`src/hw/rtl/ktap_pkg.sv`:
```
package ktap_pkg;

    localparam int ANG_W    = 40;
    localparam int ATAN_LEN = 40;

    typedef logic signed [ANG_W-1:0] ang_t;

    localparam ang_t PI_Q30       = 40'sd3373259426;
    localparam ang_t HALF_PI_Q30  = 40'sd1686629713;
    localparam ang_t TWO_PI_Q30   = 40'sd6746518852;
    localparam ang_t INV_GAIN_Q30 = 40'sd652032874;

    localparam logic [0:0] REG_ECC = 1'b0;
    localparam logic [0:0] REG_TOL = 1'b1;

    typedef enum logic [4:0] {
        OP_NOP,
        OP_SQRT_M,
        OP_SQRT_P,
        OP_WRAP,
        OP_SINCOS,
        OP_ATAN,
        OP_MUL_S_SQM,
        OP_MUL_C_SQP,
        OP_MUL_S_SQP,
        OP_MUL_C_SQM,
        OP_MUL_ES,
        OP_PUT_Y,
        OP_PUT_X,
        OP_PUT_ES,
        OP_E_FROM_Z,
        OP_ANG_FROM_E,
        OP_ANG_HALF_E,
        OP_ANG_FROM_Z2,
        OP_M_INIT,
        OP_CHECK,
        OP_E_UPDATE,
        OP_OUT
    } op_t;

    typedef struct packed {
        logic start;
        logic load;
        logic nc;
        op_t  op;
    } cmd_t;

    typedef struct packed {
        logic done;
        logic conv;
    } sts_t;

    // floor(atan(2^-i) * 2^30)
    function automatic logic [30:0] atan_q30(input logic [5:0] idx);
        logic [30:0] r;
        unique case (idx)
            6'd0:  r = 31'h3243F6A8;
            6'd1:  r = 31'h1DAC6705;
            6'd2:  r = 31'h0FADBAFC;
            6'd3:  r = 31'h07F56EA6;
            6'd4:  r = 31'h03FEAB76;
            6'd5:  r = 31'h01FFD55B;
            6'd6:  r = 31'h00FFFAAA;
            6'd7:  r = 31'h007FFF55;
            6'd8:  r = 31'h003FFFEA;
            6'd9:  r = 31'h001FFFFD;
            6'd10: r = 31'h000FFFFF;
            6'd11: r = 31'h0007FFFF;
            6'd12: r = 31'h0003FFFF;
            6'd13: r = 31'h0001FFFF;
            6'd14: r = 31'h0000FFFF;
            6'd15: r = 31'h00007FFF;
            6'd16: r = 31'h00003FFF;
            6'd17: r = 31'h00001FFF;
            6'd18: r = 31'h00000FFF;
            6'd19: r = 31'h000007FF;
            6'd20: r = 31'h000003FF;
            6'd21: r = 31'h000001FF;
            6'd22: r = 31'h000000FF;
            6'd23: r = 31'h0000007F;
            6'd24: r = 31'h0000003F;
            6'd25: r = 31'h0000001F;
            6'd26: r = 31'h0000000F;
            6'd27: r = 31'h00000007;
            6'd28: r = 31'h00000003;
            6'd29: r = 31'h00000001;
            default: r = 31'h0;
        endcase
        return r;
    endfunction

endpackage

```
`src/hw/rtl/ktap_ctrl.sv`:
```
module ktap_ctrl #(
    parameter int MAX_ITERATIONS = 64
) (
    input  logic            clk,
    input  logic            rst_n,
    input  logic            in_valid,
    output logic            in_ready,
    output logic            out_valid,
    input  logic            out_ready,
    output ktap_pkg::cmd_t  cmd,
    input  ktap_pkg::sts_t  sts
);

    localparam int KW = $clog2(MAX_ITERATIONS + 1);
    localparam logic [5:0] PC_LOOP  = 6'd16;
    localparam logic [5:0] PC_FINAL = 6'd23;

    typedef enum logic [1:0] {
        ST_IDLE,
        ST_RUN,
        ST_WAIT
    } state_t;

    state_t         state_reg;
    logic [5:0]     pc_reg;
    logic [KW-1:0]  k_reg;
    logic           nc_reg, out_valid_reg, long_op, out_block;
    ktap_pkg::op_t  op;

    // micro-program: set-up, Kepler loop, conversion back
    function automatic ktap_pkg::op_t ucode(input logic [5:0] pc);
        ktap_pkg::op_t r;
        unique case (pc)
            6'd0:  r = ktap_pkg::OP_SQRT_M;
            6'd1:  r = ktap_pkg::OP_SQRT_P;
            6'd2:  r = ktap_pkg::OP_WRAP;
            6'd3:  r = ktap_pkg::OP_SINCOS;
            6'd4:  r = ktap_pkg::OP_MUL_S_SQM;
            6'd5:  r = ktap_pkg::OP_PUT_Y;
            6'd6:  r = ktap_pkg::OP_MUL_C_SQP;
            6'd7:  r = ktap_pkg::OP_PUT_X;
            6'd8:  r = ktap_pkg::OP_ATAN;
            6'd9:  r = ktap_pkg::OP_E_FROM_Z;
            6'd10: r = ktap_pkg::OP_ANG_FROM_E;
            6'd11: r = ktap_pkg::OP_WRAP;
            6'd12: r = ktap_pkg::OP_SINCOS;
            6'd13: r = ktap_pkg::OP_MUL_ES;
            6'd14: r = ktap_pkg::OP_PUT_ES;
            6'd15: r = ktap_pkg::OP_M_INIT;
            6'd16: r = ktap_pkg::OP_ANG_FROM_E;
            6'd17: r = ktap_pkg::OP_WRAP;
            6'd18: r = ktap_pkg::OP_SINCOS;
            6'd19: r = ktap_pkg::OP_MUL_ES;
            6'd20: r = ktap_pkg::OP_PUT_ES;
            6'd21: r = ktap_pkg::OP_CHECK;
            6'd22: r = ktap_pkg::OP_E_UPDATE;
            6'd23: r = ktap_pkg::OP_ANG_HALF_E;
            6'd24: r = ktap_pkg::OP_WRAP;
            6'd25: r = ktap_pkg::OP_SINCOS;
            6'd26: r = ktap_pkg::OP_MUL_S_SQP;
            6'd27: r = ktap_pkg::OP_PUT_Y;
            6'd28: r = ktap_pkg::OP_MUL_C_SQM;
            6'd29: r = ktap_pkg::OP_PUT_X;
            6'd30: r = ktap_pkg::OP_ATAN;
            6'd31: r = ktap_pkg::OP_ANG_FROM_Z2;
            6'd32: r = ktap_pkg::OP_WRAP;
            6'd33: r = ktap_pkg::OP_OUT;
            default: r = ktap_pkg::OP_NOP;
        endcase
        return r;
    endfunction

    assign op        = ucode(pc_reg);
    assign long_op   = (op == ktap_pkg::OP_SQRT_M) || (op == ktap_pkg::OP_SQRT_P) ||
                       (op == ktap_pkg::OP_WRAP)   || (op == ktap_pkg::OP_SINCOS) ||
                       (op == ktap_pkg::OP_ATAN);
    assign out_block = (op == ktap_pkg::OP_OUT) && out_valid_reg && !out_ready;

    assign in_ready  = (state_reg == ST_IDLE);
    assign out_valid = out_valid_reg;

    assign cmd.start = (state_reg == ST_RUN) && !out_block;
    assign cmd.load  = (state_reg == ST_IDLE) && in_valid;
    assign cmd.nc    = nc_reg;
    assign cmd.op    = op;

    always_ff @(posedge clk or negedge rst_n)
    begin
        if (!rst_n)
        begin
            state_reg     <= ST_IDLE;
            pc_reg        <= '0;
            k_reg         <= '0;
            nc_reg        <= 1'b0;
            out_valid_reg <= 1'b0;
        end
        else
        begin
            if (out_valid_reg && out_ready)
            begin
                out_valid_reg <= 1'b0;
            end
            unique case (state_reg)
                ST_IDLE:
                begin
                    if (in_valid)
                    begin
                        state_reg <= ST_RUN;
                        pc_reg    <= '0;
                        k_reg     <= '0;
                        nc_reg    <= 1'b0;
                    end
                end
                ST_RUN:
                begin
                    priority if (op == ktap_pkg::OP_OUT)
                    begin
                        if (!out_block)
                        begin
                            out_valid_reg <= 1'b1;
                            state_reg     <= ST_IDLE;
                        end
                    end
                    else if (long_op)
                    begin
                        state_reg <= ST_WAIT;
                    end
                    else if (op == ktap_pkg::OP_CHECK)
                    begin
                        priority if (sts.conv)
                        begin
                            pc_reg <= PC_FINAL;
                        end
                        else if (k_reg == KW'(MAX_ITERATIONS))
                        begin
                            nc_reg <= 1'b1;
                            pc_reg <= PC_FINAL;
                        end
                        else
                        begin
                            k_reg  <= k_reg + 1'b1;
                            pc_reg <= pc_reg + 1'b1;
                        end
                    end
                    else if (op == ktap_pkg::OP_E_UPDATE)
                    begin
                        pc_reg <= PC_LOOP;
                    end
                    else
                    begin
                        pc_reg <= pc_reg + 1'b1;
                    end
                end
                ST_WAIT:
                begin
                    if (sts.done)
                    begin
                        pc_reg    <= pc_reg + 1'b1;
                        state_reg <= ST_RUN;
                    end
                end
                default:
                begin
                    state_reg <= ST_IDLE;
                end
            endcase
        end
    end

endmodule

```
`config.mk`:
```
export PLATFORM = sky130hd
export DESIGN_NAME = ktap_ctrl
export DESIGN_NICKNAME = d
export VERILOG_FILES = /design/src/hw/rtl/ktap_pkg.sv /design/src/hw/rtl/ktap_ctrl.sv
export SDC_FILE = /design/constraint.sdc
export NUM_CORES = 1
export LEC_CHECK = 0
export ABC_CLOCK_PERIOD_IN_PS = 6100
export BUFFER_PORTS_ARGS = -buffer_cell sky130_fd_sc_hd__buf_2
export CAP_MARGIN = 20
export CELL_PAD_IN_SITES_DETAIL_PLACEMENT = 1
export CELL_PAD_IN_SITES_GLOBAL_PLACEMENT = 2
export CORE_MARGIN = 10
export CORE_UTILIZATION = 40
export DETAILED_ROUTE_END_ITERATION = 7
export HOLD_SLACK_MARGIN = 0.1
export PLACE_DENSITY_LB_ADDON = 0.3
export SETUP_SLACK_MARGIN = 0.15
export SYNTH_ARGS = -nofsm -noshare
export SYNTH_HDL_FRONTEND = slang
export SYNTH_SLANG_ARGS = --single-unit
```
`constraint.sdc`:
```
create_clock -name clk -period 6.1 [get_ports clk]
set_input_delay 0.305 -clock clk [delete_from_list [all_inputs] [get_ports clk]]
set_output_delay 0.305 -clock clk [all_outputs]
set_load 0.02 [all_outputs]
```
==> results of run 1 <==
cells by family (layout without fill, tap and decap cells):
group / Yosys count / in the layout / synth area share [%]
muxes: 7 / 7 / 4.16
DFF: 17 / 17 / 23.5
adders and majority gates: 18 / 18 / 12.5
buffers and inverters: 28 / 39 / 7.96
and+or+nand+nor: 82 / 82 / 26.7
xor gates and xnor gates: 4 / 4 / 1.94
AOI/OAI and AO/OA: 53 / 53 / 23.3
layer usage:
layer  global-route usage (%)  up-vias  wire, µm
li1                         -      769         -
met1                     18.7      775      2490
met2                     21.9       32      2340
met3                     3.00        6       221
met4                     3.04        0        44
met5                        0        -         0
power groups by stage:
stage | clock network (mW) | logic (mW) | registers (mW)
5_1_grt | 0.0958 | 0.464 | 0.154
6_report | 0.0879 | 0.419 | 0.150
3_3_place_gp | 0 | 0.402 | 0.149
3_5_place_dp | 0 | 0.416 | 0.153
2_1_floorplan | 0 | 0.330 | 0.141
4_1_cts | 0.0890 | 0.421 | 0.151
worst min-delay path: cells and delay by family:
family / cells / cell delay [ns]
compound gates: 2 / 0.18
buf+inv: 1 / 0.08
simple gates: 1 / 0.08
worst paths after layout:
check / endpoint / from / depth (start not counted)
worst max-delay path: cmd[7] / pc_reg[0]$_DFFE_PN0P_ / 9
worst min-delay path: state_reg[1]$_DFFE_PN0P_ / sts[1] / 4
worst max register to register: pc_reg[3]$_DFFE_PN0P_ / pc_reg[0]$_DFFE_PN0P_ / 10
worst min register to register: nc_reg$_DFFE_PN0P_ / nc_reg$_DFFE_PN0P_ / 2
max in group asynchronous: pc_reg[4]$_DFFE_PN0P_ / rst_n / 2
min in group asynchronous: nc_reg$_DFFE_PN0P_ / rst_n / 2
cell type report:
class / instances / area, µm²
Fill cell: 526 / 2420
Multi-Input combinational cell: 164 / 1240
Sequential cell: 17 / 425
Timing Repair Buffer: 16 / 85.1
Inverter: 19 / 71.3
Tap cell: 52 / 65.1
Clock buffer: 3 / 41.3
Clock inverter: 1 / 5.00
synthesized netlist by cell type, types with 2 or more instances:
| library cell | number | area [µm²] |
|---|---|---|
| sky130_fd_sc_hd__a41oi_1 | 2 | 17.5 |
| sky130_fd_sc_hd__nand2b_1 | 4 | 25.0 |
| sky130_fd_sc_hd__o21bai_1 | 2 | 15.0 |
| sky130_fd_sc_hd__and2_1 | 2 | 12.5 |
| sky130_fd_sc_hd__inv_2 | 4 | 15.0 |
| sky130_fd_sc_hd__o21ai_0 | 11 | 55.1 |
| sky130_fd_sc_hd__a21oi_1 | 6 | 30.0 |
| sky130_fd_sc_hd__o311ai_1 | 2 | 17.5 |
| sky130_fd_sc_hd__nor2_1 | 17 | 63.8 |
| sky130_fd_sc_hd__a21o_1 | 4 | 30.0 |
| sky130_fd_sc_hd__o41ai_1 | 3 | 26.3 |
| sky130_fd_sc_hd__nor2b_1 | 7 | 43.8 |
| sky130_fd_sc_hd__a21oi_2 | 2 | 17.5 |
| sky130_fd_sc_hd__inv_1 | 15 | 56.3 |
| sky130_fd_sc_hd__ha_1 | 18 | 225 |
| sky130_fd_sc_hd__o211ai_1 | 3 | 22.5 |
| sky130_fd_sc_hd__nor3b_1 | 2 | 15.0 |
| sky130_fd_sc_hd__clkbuf_1 | 2 | 7.51 |
| sky130_fd_sc_hd__mux2i_1 | 6 | 60.1 |
| sky130_fd_sc_hd__nand3_1 | 7 | 35.0 |
| sky130_fd_sc_hd__xor2_1 | 3 | 26.3 |
| sky130_fd_sc_hd__nand2_1 | 15 | 56.3 |
| sky130_fd_sc_hd__nand4_1 | 4 | 25.0 |
| sky130_fd_sc_hd__buf_4 | 2 | 15.0 |
| sky130_fd_sc_hd__o31ai_1 | 5 | 37.5 |
| sky130_fd_sc_hd__dfrtp_1 | 17 | 425 |
| sky130_fd_sc_hd__buf_6 | 4 | 45.0 |
| sky130_fd_sc_hd__nor3_1 | 2 | 10.0 |
| sky130_fd_sc_hd__and3_1 | 3 | 18.8 |
| sky130_fd_sc_hd__nor2_2 | 4 | 25.0 |
| sky130_fd_sc_hd__nor4_1 | 2 | 12.5 |
cells in the final DEF (no fill, tap or decap), types with 5 or more instances in the layout:
cell type                  n
sky130_fd_sc_hd__dfrtp_1  17
sky130_fd_sc_hd__nor2_1   17
sky130_fd_sc_hd__o21ai_0  11
sky130_fd_sc_hd__buf_2    15
sky130_fd_sc_hd__inv_1    15
sky130_fd_sc_hd__o31ai_1   5
sky130_fd_sc_hd__a21oi_1   6
sky130_fd_sc_hd__mux2i_1   6
sky130_fd_sc_hd__ha_1     18
sky130_fd_sc_hd__nor2b_1   7
sky130_fd_sc_hd__nand2_1  15
sky130_fd_sc_hd__nand3_1   7
timing repair:
action	4_1_cts	5_1_grt
gates resized for setup	0	0
endpoints found under the hold margin	17	0
endpoints found under the setup margin	0	0
hold buffers	1	0
per-stage QoR:
| step | setup slack [ns] | cells | power (mW) |
|---|---|---|---|
| floorplan | 3.29 | 209 | 0.471 |
| global placement | 2.88 | 267 | 0.552 |
| detailed placement | 2.77 | 267 | 0.569 |
| CTS | 2.58 | 272 | 0.661 |
| global route | 2.24 | 272 | 0.714 |
| finish | 2.59 | 272 | 0.657 |
==> impl_metrics.yaml, run 1 <==
global_routing:
  grt.total_usage_pct: 13.8
  initial_antenna_violation_count: 0
  grt_max_degree: 23
  globalRouteOverflowTotal: 0
  global_route_wire_length_before_repair_mm: 8.63
  grt_pass1_vias: 1670
sta:
  timing.final.hold_violations: 0
  timing_worst_slew_pin_value_ns: 0.795
  slew_viol_final: 0
  post-route-min-period_ns: 3.51
  final-setup-viol-count: 0
  fin_tns_setup_ns: 0
  timing.hold.ws_ns: 0.427
  timing.final.crit_share_pct: 57.5
  fin_skew_ns: 0.00816
  rsz0062_at_grt: "false"
  max-slew-margin-rel_pct: 47.0
  clock.fmax_mhz: 285
pwr:
  seq_power_share_pct: 22.9
  clock_power_share_pct: 13.4
  power.leakage_nw: 0.876
  vdd_drop_max_mv: 0.165
  combPwrFrac_pct: 63.8
  power_report.internal_total_uw: 315
  p_sw_share_pct: 52.1
  power.switching_uw: 342
  cellPowerDensity_mw_per_mm2: 340
setup_path:
  required_time_at_the_endpoint_of_the_critical_path_ns: 5.79
  worstPathMaxFanout: 12
  path_buf_inv: 2
  critical_path_arrival_ns: 3.20
  max_stage_delay_ns: 0.59
  critical_path.startpoint_type: "flip-flop"
  crit_chain: "inv_1 -> ha_1 -> nor2b_1 -> o311ai_1 -> nand3_1 -> o211ai_1 -> nor4_1 -> a21oi_1 -> buf_2"
  slowest_stage: "sky130_fd_sc_hd__dfrtp_1"
  r2r_slack_ns: 2.74
  critPathCaptureType: "primary output"
  critical_path.top_delay_family: "simple AND/OR/NAND/NOR gates"
  criticalPathCategory: "reg2out"
run_status:
  run_status: "finished, final reports clean"
clocking:
  cts.path.max_buffers: 2
  htree_levels: 1
  clock-sinks: 17
  cts_root_buffer: "sky130_fd_sc_hd__clkbuf_8"
  clk_pin_slew_ns: 0.08
  tritoncts: "built"
  tritoncts.num_buffers: 3
  clock_insertion_delay_worst_skew_ns: 0.26
  post_cts_setup_buffer_count: 0
routing:
  firstDrtPassIters: 4
  wl_per_cell_um: 18.7
  wirelength_mm: 5.09
  detail_route.iter0.violations: 122
  drc: 0
  number_of_vias_in_the_routed_layout: 1582
  vias_per_cell: 5.82
  final_antenna_violating_net_count: 0
synthesis:
  synth_seq_area_share_pct: 23.5
  ys_types: 60
  ys_seq_elements: 17
  synthFlopType: "sky130_fd_sc_hd__dfrtp_1"
  syn_inst: 209
  postSynthAreaPerCell_um2: 8.64
  postSynth.asyncResetShare_pct: 100
  yosys_warnings: 0
  synth_enable_flop_cells: 0
  synth.net_count: 233
  syn_area_mm2: 0.00181
layout:
  drive_above_1_share_pct: 20.0
  areaGrowthSynthToFinish_pct: 6.86
  n_antenna_cell: 0
  flip_flop_count_of_the_largest_register_all_copies_and_words_added: 7
  finalInstanceArea_mm2: 0.00193
  nets: 245
  final_core_util_pct: 44.3
die:
  die-width_um: 87.2
  initial_utilization_pct: 41.5
  core-area_mm2: 0.00435
  number_of_rows_created_at_floorplan: 24
  design.portCount: 16
  floorplan.die_area_mm2: 0.00760
  fp.dieH_um: 87.2
run:
  cap_violations: 0
placed_design:
  port-buffer-count: 15
  post-dp-hpwl_mm: 4.06
  routabilityCongestion: 0.875
  placed_area_mm2: 0.00187
worst_hold_path:
  min_path_type: "in2reg"
Power figures use the tool's default switching activity.
==> run 2, diff against run 1 <==
--- a/config.mk
+++ b/config.mk
@@ -5,13 +5,14 @@
 export SDC_FILE = /design/constraint.sdc
 export NUM_CORES = 1
 export LEC_CHECK = 0
-export ABC_CLOCK_PERIOD_IN_PS = 6100
+export ABC_AREA = 1
+export ABC_CLOCK_PERIOD_IN_PS = 3200
 export BUFFER_PORTS_ARGS = -buffer_cell sky130_fd_sc_hd__buf_2
 export CAP_MARGIN = 20
 export CELL_PAD_IN_SITES_DETAIL_PLACEMENT = 1
 export CELL_PAD_IN_SITES_GLOBAL_PLACEMENT = 2
 export CORE_MARGIN = 10
-export CORE_UTILIZATION = 40
+export CORE_UTILIZATION = 29
 export DETAILED_ROUTE_END_ITERATION = 7
 export HOLD_SLACK_MARGIN = 0.1
 export PLACE_DENSITY_LB_ADDON = 0.3
==> constraint.sdc (replaced) <==
create_clock -name clk -period 3.2 [get_ports clk]
set_input_delay 0.16 -clock clk [delete_from_list [all_inputs] [get_ports clk]]
set_output_delay 0.16 -clock clk [all_outputs]
set_load 0.02 [all_outputs]
==> run 2 against run 1 <==
Net effect: count of clock-buffer cells in the layout unchanged; via count rose by 22%; sequential share of layout area fell by 1.9 points; cell count is 46% higher; clock power rose by 93%; worst setup slack got worse by 2.1 ns; total power grew 96%; routed wire length up 14%; combinational power up 96%; largest cell class unchanged.
==> impl_metrics.yaml, run 2 <==
pwr:
  vdd_drop_max_mv: 0.303
  power.leakage_nw: 1.14
  cellPowerDensity_mw_per_mm2: 608
setup_path:
  rr_endpoint: "k_reg[0]$_DFFE_PN0P_"
  critical_path.startpoint_type: "flip-flop"
  criticalPathCategory: "reg2out"
  reg2reg_depth: 16
  critPathCaptureType: "primary output"
  max_stage_delay_ns: 0.41
  reg_to_reg_start: "pc_reg[1]$_DFFE_PN0P_"
  slowest_stage: "sky130_fd_sc_hd__dfrtp_2"
  r2r_slack_ns: 0.72
  critical_path_arrival_ns: 2.57
  crit_chain: "inv_2 -> ha_1 -> inv_1 -> nand2_1 -> nand3_1 -> nand2_1 -> nand2_1 -> nand3_1 -> nand3_1 -> inv_1 -> nand3_1 -> nor2_4 -> inv_1 -> o21ai_0 -> inv_1 -> buf_2"
  worstSetupStartpoint: "pc_reg[1]$_DFFE_PN0P_"
  worstPathMaxFanout: 5
  required_time_at_the_endpoint_of_the_critical_path_ns: 3.04
synthesis:
  ys_seq_elements: 17
  postSynthAreaPerCell_um2: 6.30
  synthFlopType: "sky130_fd_sc_hd__dfrtp_1"
  postSynth.asyncResetShare_pct: 100
  synth_seq_area_share_pct: 22.2
  synth.net_count: 328
  synth_enable_flop_cells: 0
  syn_area_mm2: 0.00192
  ys_types: 31
  synthTopCellsByCount: "105 x sky130_fd_sc_hd__nand2_1, 32 x sky130_fd_sc_hd__inv_1, 32 x sky130_fd_sc_hd__nand3_1"
  yosys_warnings: 0
  syn_inst: 304
  yosysMostFrequentCell: "sky130_fd_sc_hd__nand2_1"
  yosys.area.top_type_share_pct: 22.2
  post_synth_main_area_contributors: "sky130_fd_sc_hd__dfrtp_1 22%, sky130_fd_sc_hd__nand2_1 21%, sky130_fd_sc_hd__ha_1 12%, sky130_fd_sc_hd__nand3_1 8.4%, sky130_fd_sc_hd__inv_1 6.3%"
  post_synth_top_area_cell: "sky130_fd_sc_hd__dfrtp_1"
layout:
  mostFrequentLayoutCells: "105 x sky130_fd_sc_hd__nand2_1, 32 x sky130_fd_sc_hd__nand3_1, 30 x sky130_fd_sc_hd__inv_1"
  flip_flop_count_of_the_largest_register_all_copies_and_words_added: 7
  final_core_util_pct: 33.2
  drive_above_1_share_pct: 14.7
  areaGrowthSynthToFinish_pct: 10.7
  final_common_cell: "sky130_fd_sc_hd__nand2_1"
  n_antenna_cell: 0
  nets: 345
clocking:
  cts.path.max_buffers: 2
  clk_pin_slew_ns: 0.08
  clock_insertion_delay_worst_skew_ns: 0.26
  cts_root_buffer: "sky130_fd_sc_hd__clkbuf_8"
  clock-sinks: 17
  tritoncts: "built"
  tritoncts.num_buffers: 3
  htree_levels: 1
routing:
  firstDrtPassIters: 4
  wirelength_mm: 5.80
  drc: 0
  detail_route.iter0.violations: 73
  number_of_vias_in_the_routed_layout: 1924
  final_antenna_violating_net_count: 0
  vias_per_cell: 4.85
  wl_per_cell_um: 14.6
global_routing:
  grt_max_degree: 18
  globalRouteOverflowTotal: 0
  grt_pass1_vias: 1997
  grt.total_usage_pct: 11.7
  initial_antenna_violation_count: 0
  global_route_wire_length_before_repair_mm: 9.97
die:
  initial_utilization_pct: 30.0
  fp.dieH_um: 101
  design.portCount: 16
  floorplan.die_area_mm2: 0.0103
  number_of_rows_created_at_floorplan: 29
  core-area_mm2: 0.00639
  die-width_um: 101
run_status:
  run_status: "finished, final reports clean"
worst_hold_path:
  min_delay_path_depth: 4
  min_path_type: "in2reg"
  hold_path.startpoint: "out_ready"
  holdPathEnd: "out_valid$_DFF_PN0_"
sta:
  timing.final.hold_violations: 0
  rsz0062_at_grt: "false"
  fin_tns_setup_ns: 0
  slew_viol_final: 0
  timing.hold.ws_ns: 0.195
  post-route-min-period_ns: 2.73
  max-slew-margin-rel_pct: 69.2
  timing.final.crit_share_pct: 85.4
  timing_worst_slew_pin_value_ns: 0.461
  fin_skew_ns: 0.00300
  final-setup-viol-count: 0
  clock.fmax_mhz: 366
placed_design:
  routabilityCongestion: 0.881
  post-dp-hpwl_mm: 4.55
  port-buffer-count: 15
run:
  cap_violations: 0
run 2: changes by cell type in the layout (fill, tap and decap cells not counted), moves of 6 or more:
cell	delta
sky130_fd_sc_hd__inv_1	+15
sky130_fd_sc_hd__mux2i_1	-6
sky130_fd_sc_hd__nand2_1	+90
sky130_fd_sc_hd__nand3_1	+25
sky130_fd_sc_hd__nand4_1	+7
sky130_fd_sc_hd__nor2_1	+10
sky130_fd_sc_hd__nor2b_1	-7
run 2: worst max path at each step:
stage,slack [ns],end,cells past startpoint
3_5_place_dp,0.48,cmd[7],16
2_1_floorplan,0.70,k_reg[3]$_DFFE_PN0P_,17
4_1_cts,0.17,cmd[7],16
5_1_grt,0.15,cmd[7],15
6_report,0.47,cmd[7],16
3_3_place_gp,0.54,cmd[7],16
run 2: area by class of cell:
class,instances,area (µm²)
clock buffers,3,41.3
clock inverters,1,5.00
fillers,858,4270
inverters,40,150
multi-input cells,238,1280
flip-flops and latches,17,427
well taps,77,96.3
repair buffers,21,123
run 2: power breakdown:
| group | switching [mW] | internal (mW) |
|---|---|---|
| combinational | 0.564 | 0.258 |
| clock | 0.0834 | 0.0866 |
| sequential | 0.0452 | 0.252 |
| total | 0.693 | 0.596 |
run 2: per-layer routing:
| layer | track usage (%) | vias up | wire length [µm] |
|---|---|---|---|
| met3 | 1.63 | 6 | 174 |
| met1 | 15.8 | 899 | 2940 |
| met5 | 0 | - | 0 |
| met4 | 2.68 | 0 | 68 |
| li1 | - | 995 | - |
| met2 | 19.2 | 24 | 2620 |
run 2: logic make-up after synthesis:
kind of cell	Yosys count	share of synthesized area, %
buf+inv	49	11.4
compound gates	23	6.73
simple gates	192	45.6
flops	17	22.2
xor+xnor	5	2.29
fa+ha+maj	18	11.8
run 2: per-stage QoR:
stage	std cells	setup slack, ns	cell area (µm²)	power (mW)
finish	397	0.468	2120	1.29
global route	397	0.152	2120	1.43
global placement	390	0.541	2040	1.11
floorplan	304	0.704	1920	0.911
CTS	395	0.172	2100	1.30
detailed placement	390	0.475	2040	1.12
run 2: critical path, delay by kind of cell (launching register included):
| family | cells | cell delay [ns] |
|---|---|---|
| and+or+nand+nor | 8 | 0.90 |
| buffers and inverters | 6 | 0.55 |
| DFF | 1 | 0.41 |
| adders and majority gates | 1 | 0.31 |
| AOI/OAI and AO/OA | 1 | 0.14 |
run 2: timing repair:
action | in CTS | in global routing
hold buffers | 1 | 0
gates resized for setup | 0 | 5
setup endpoints to repair | 0 | 1
hold endpoints to repair | 17 | 0
setup buffers | 0 | 2
==> run 3, diff against run 2 <==
--- a/config.mk
+++ b/config.mk
@@ -6,13 +6,13 @@
 export NUM_CORES = 1
 export LEC_CHECK = 0
 export ABC_AREA = 1
-export ABC_CLOCK_PERIOD_IN_PS = 3200
+export ABC_CLOCK_PERIOD_IN_PS = 3450
 export BUFFER_PORTS_ARGS = -buffer_cell sky130_fd_sc_hd__buf_2
 export CAP_MARGIN = 20
 export CELL_PAD_IN_SITES_DETAIL_PLACEMENT = 1
 export CELL_PAD_IN_SITES_GLOBAL_PLACEMENT = 2
 export CORE_MARGIN = 10
-export CORE_UTILIZATION = 29
+export CORE_UTILIZATION = 35
 export DETAILED_ROUTE_END_ITERATION = 7
 export HOLD_SLACK_MARGIN = 0.1
 export PLACE_DENSITY_LB_ADDON = 0.3
==> constraint.sdc (replaced) <==
create_clock -name clk -period 3.45 [get_ports clk]
set_input_delay 0.1725 -clock clk [delete_from_list [all_inputs] [get_ports clk]]
set_output_delay 0.1725 -clock clk [all_outputs]
set_load 0.005 [all_outputs]
==> run 3 against run 2 <==
Net effect: global-route usage up 1.4 points; flip-flop and latch count unchanged; clock power down 9%; via count down 1.7%; combinational power down 16%; die area down 14%; worst setup slack better by 0.0062 ns; routed wire length down 3.6%; critical path type unchanged; largest power group unchanged.
==> impl_metrics.yaml, run 3 (same netlist as run 2, synthesis figures left out) <==
routing:
  vias_per_cell: 4.90
  number_of_vias_in_the_routed_layout: 1892
  firstDrtPassIters: 4
  drc: 0
  detail_route.iter0.violations: 54
  final_antenna_violating_net_count: 0
  wl_per_cell_um: 14.5
  wirelength_mm: 5.59
run_status:
  run_status: "finished, final reports clean"
clocking:
  clock-sinks: 17
  tritoncts.num_buffers: 3
  htree_levels: 1
  cts_root_buffer: "sky130_fd_sc_hd__clkbuf_8"
  tritoncts: "built"
  clock_insertion_delay_worst_skew_ns: 0.26
  post_cts_setup_buffer_count: 0
  clk_pin_slew_ns: 0.08
  cts.path.max_buffers: 2
setup_path:
  reg_to_reg_start: "pc_reg[1]$_DFFE_PN0P_"
  crit_top_cell: "sky130_fd_sc_hd__inv_1"
  critical_path.startpoint_type: "flip-flop"
  worstPathMaxFanout: 9
  reg2reg_depth: 16
  crit_chain: "inv_1 -> ha_1 -> inv_1 -> nand2_1 -> nand3_1 -> nand2_1 -> nand2_1 -> nand3_1 -> nand3_1 -> inv_1 -> nand3_1 -> nor2_1 -> inv_1 -> o21ai_0 -> inv_1 -> buf_2"
  critical_path_arrival_ns: 2.80
  r2r_slack_ns: 0.77
  slowest_stage: "sky130_fd_sc_hd__dfrtp_1"
  critPathCaptureType: "primary output"
  rr_endpoint: "k_reg[4]$_DFFE_PN0P_"
  max_stage_delay_ns: 0.52
  criticalPathCategory: "reg2out"
  required_time_at_the_endpoint_of_the_critical_path_ns: 3.28
global_routing:
  grt_pass1_vias: 1979
  globalRouteOverflowTotal: 0
  grt_max_degree: 18
  grt.total_usage_pct: 13.1
  global_route_wire_length_before_repair_mm: 9.54
  initial_antenna_violation_count: 0
die:
  floorplan.die_area_mm2: 0.00883
  core-area_mm2: 0.00520
  number_of_rows_created_at_floorplan: 26
  design.portCount: 16
  die-width_um: 94.0
  initial_utilization_pct: 36.8
  fp.dieH_um: 94.0
placed_design:
  port-buffer-count: 15
  routabilityCongestion: 0.880
  post-dp-hpwl_mm: 4.44
layout:
  final_common_cell: "sky130_fd_sc_hd__nand2_1"
  flip_flop_count_of_the_largest_register_all_copies_and_words_added: 7
  areaGrowthSynthToFinish_pct: 8.30
  area_of_combinational_cells_with_multiple_inputs_mm2: 0.00127
  nets: 341
  seq_area_um2: 427
  final_core_util_pct: 39.9
  n_antenna_cell: 0
  filler_cell_count: 730
  drive_above_1_share_pct: 12.7
  mostFrequentLayoutCells: "105 x sky130_fd_sc_hd__nand2_1, 32 x sky130_fd_sc_hd__inv_1, 32 x sky130_fd_sc_hd__nand3_1"
sta:
  clock.fmax_mhz: 336
  final-setup-viol-count: 0
  timing.final.crit_share_pct: 86.2
  timing.final.hold_violations: 0
  max-slew-margin-rel_pct: 67.9
  slew_viol_final: 0
  fin_tns_setup_ns: 0
  fin_skew_ns: 0.0101
  timing_worst_slew_pin_value_ns: 0.482
  rsz0062_at_grt: "false"
  post-route-min-period_ns: 2.98
pwr:
  power.leakage_nw: 1.12
  vdd_drop_max_mv: 0.371
  cellPowerDensity_mw_per_mm2: 544
run:
  cap_violations: 0
worst_hold_path:
  hold_path.startpoint: "out_ready"
  min_delay_path_depth: 4
  holdPathEnd: "out_valid$_DFF_PN0_"
  min_path_type: "in2reg"
## run 3: cell type report
type / instances / share of cell area, %
Timing Repair Buffer: 17 / 4.46
Inverter: 40 / 7.24
Clock buffer: 3 / 1.99
Tap cell: 70 / 4.22
Clock inverter: 1 / 0.241
Sequential cell: 17 / 20.6
Multi-Input combinational cell: 238 / 61.3
## run 3: where the power goes
group | internal, mW | switching (mW) | leakage (nW) | total (mW)
Combinational | 0.223 | 0.465 | 0.865 | 0.688
Clock | 0.0803 | 0.0751 | 0.0255 | 0.155
Sequential | 0.233 | 0.0522 | 0.230 | 0.286
## run 3: how the worst max path moves through the flow
stage / from / endpoint / slack, ns / cells after the start
after floorplan: pc_reg[0]$_DFFE_PN0P_ / k_reg[3]$_DFFE_PN0P_ / 1.09 / 17
after global placement: pc_reg[0]$_DFFE_PN0P_ / cmd[7] / 0.76 / 16
after detailed placement: pc_reg[0]$_DFFE_PN0P_ / cmd[7] / 0.68 / 16
after CTS: pc_reg[0]$_DFFE_PN0P_ / cmd[7] / 0.39 / 16
after global routing: pc_reg[1]$_DFFE_PN0P_ / cmd[7] / 0.15 / 16
final: pc_reg[1]$_DFFE_PN0P_ / cmd[7] / 0.47 / 16
## run 3: worst max-delay path, delay by kind of cell (launching register included)
family	cells	cell delay (ns)
adder cells (fa/ha/maj)	1	0.35
AO/OA/AOI/OAI	1	0.16
buffers and inverters	6	0.64
AND/OR/NAND/NOR	8	0.89
flip-flops	1	0.52
## run 3: repair_timing
action | in CTS | in global routing
setup endpoints to repair | 0 | 1
resized for setup | 0 | 1
hold buffers | 1 | 0
endpoints found under the hold margin | 17 | 0
## run 3: per-layer routing
layer  up-vias  GRT usage (%)  wire length (µm)
li1        983              -                 -
met1       884           15.9              2650
met2        19           23.4              2780
met3         6           1.20                69
met4         0           4.56                87
met5         -              0                 0
## run 3: stage by stage
step	std cells	power (mW)	hold WS [ns]	cell area [µm²]	worst slack, ns
after global placement	381	0.974	0.128	2020	0.763
after CTS	386	1.14	0.187	2070	0.388
after floorplan	304	0.806	-0.123	1920	1.09
after global routing	386	1.25	0.232	2070	0.153
final	386	1.13	0.191	2070	0.475
after detailed placement	381	0.981	0.136	2020	0.683
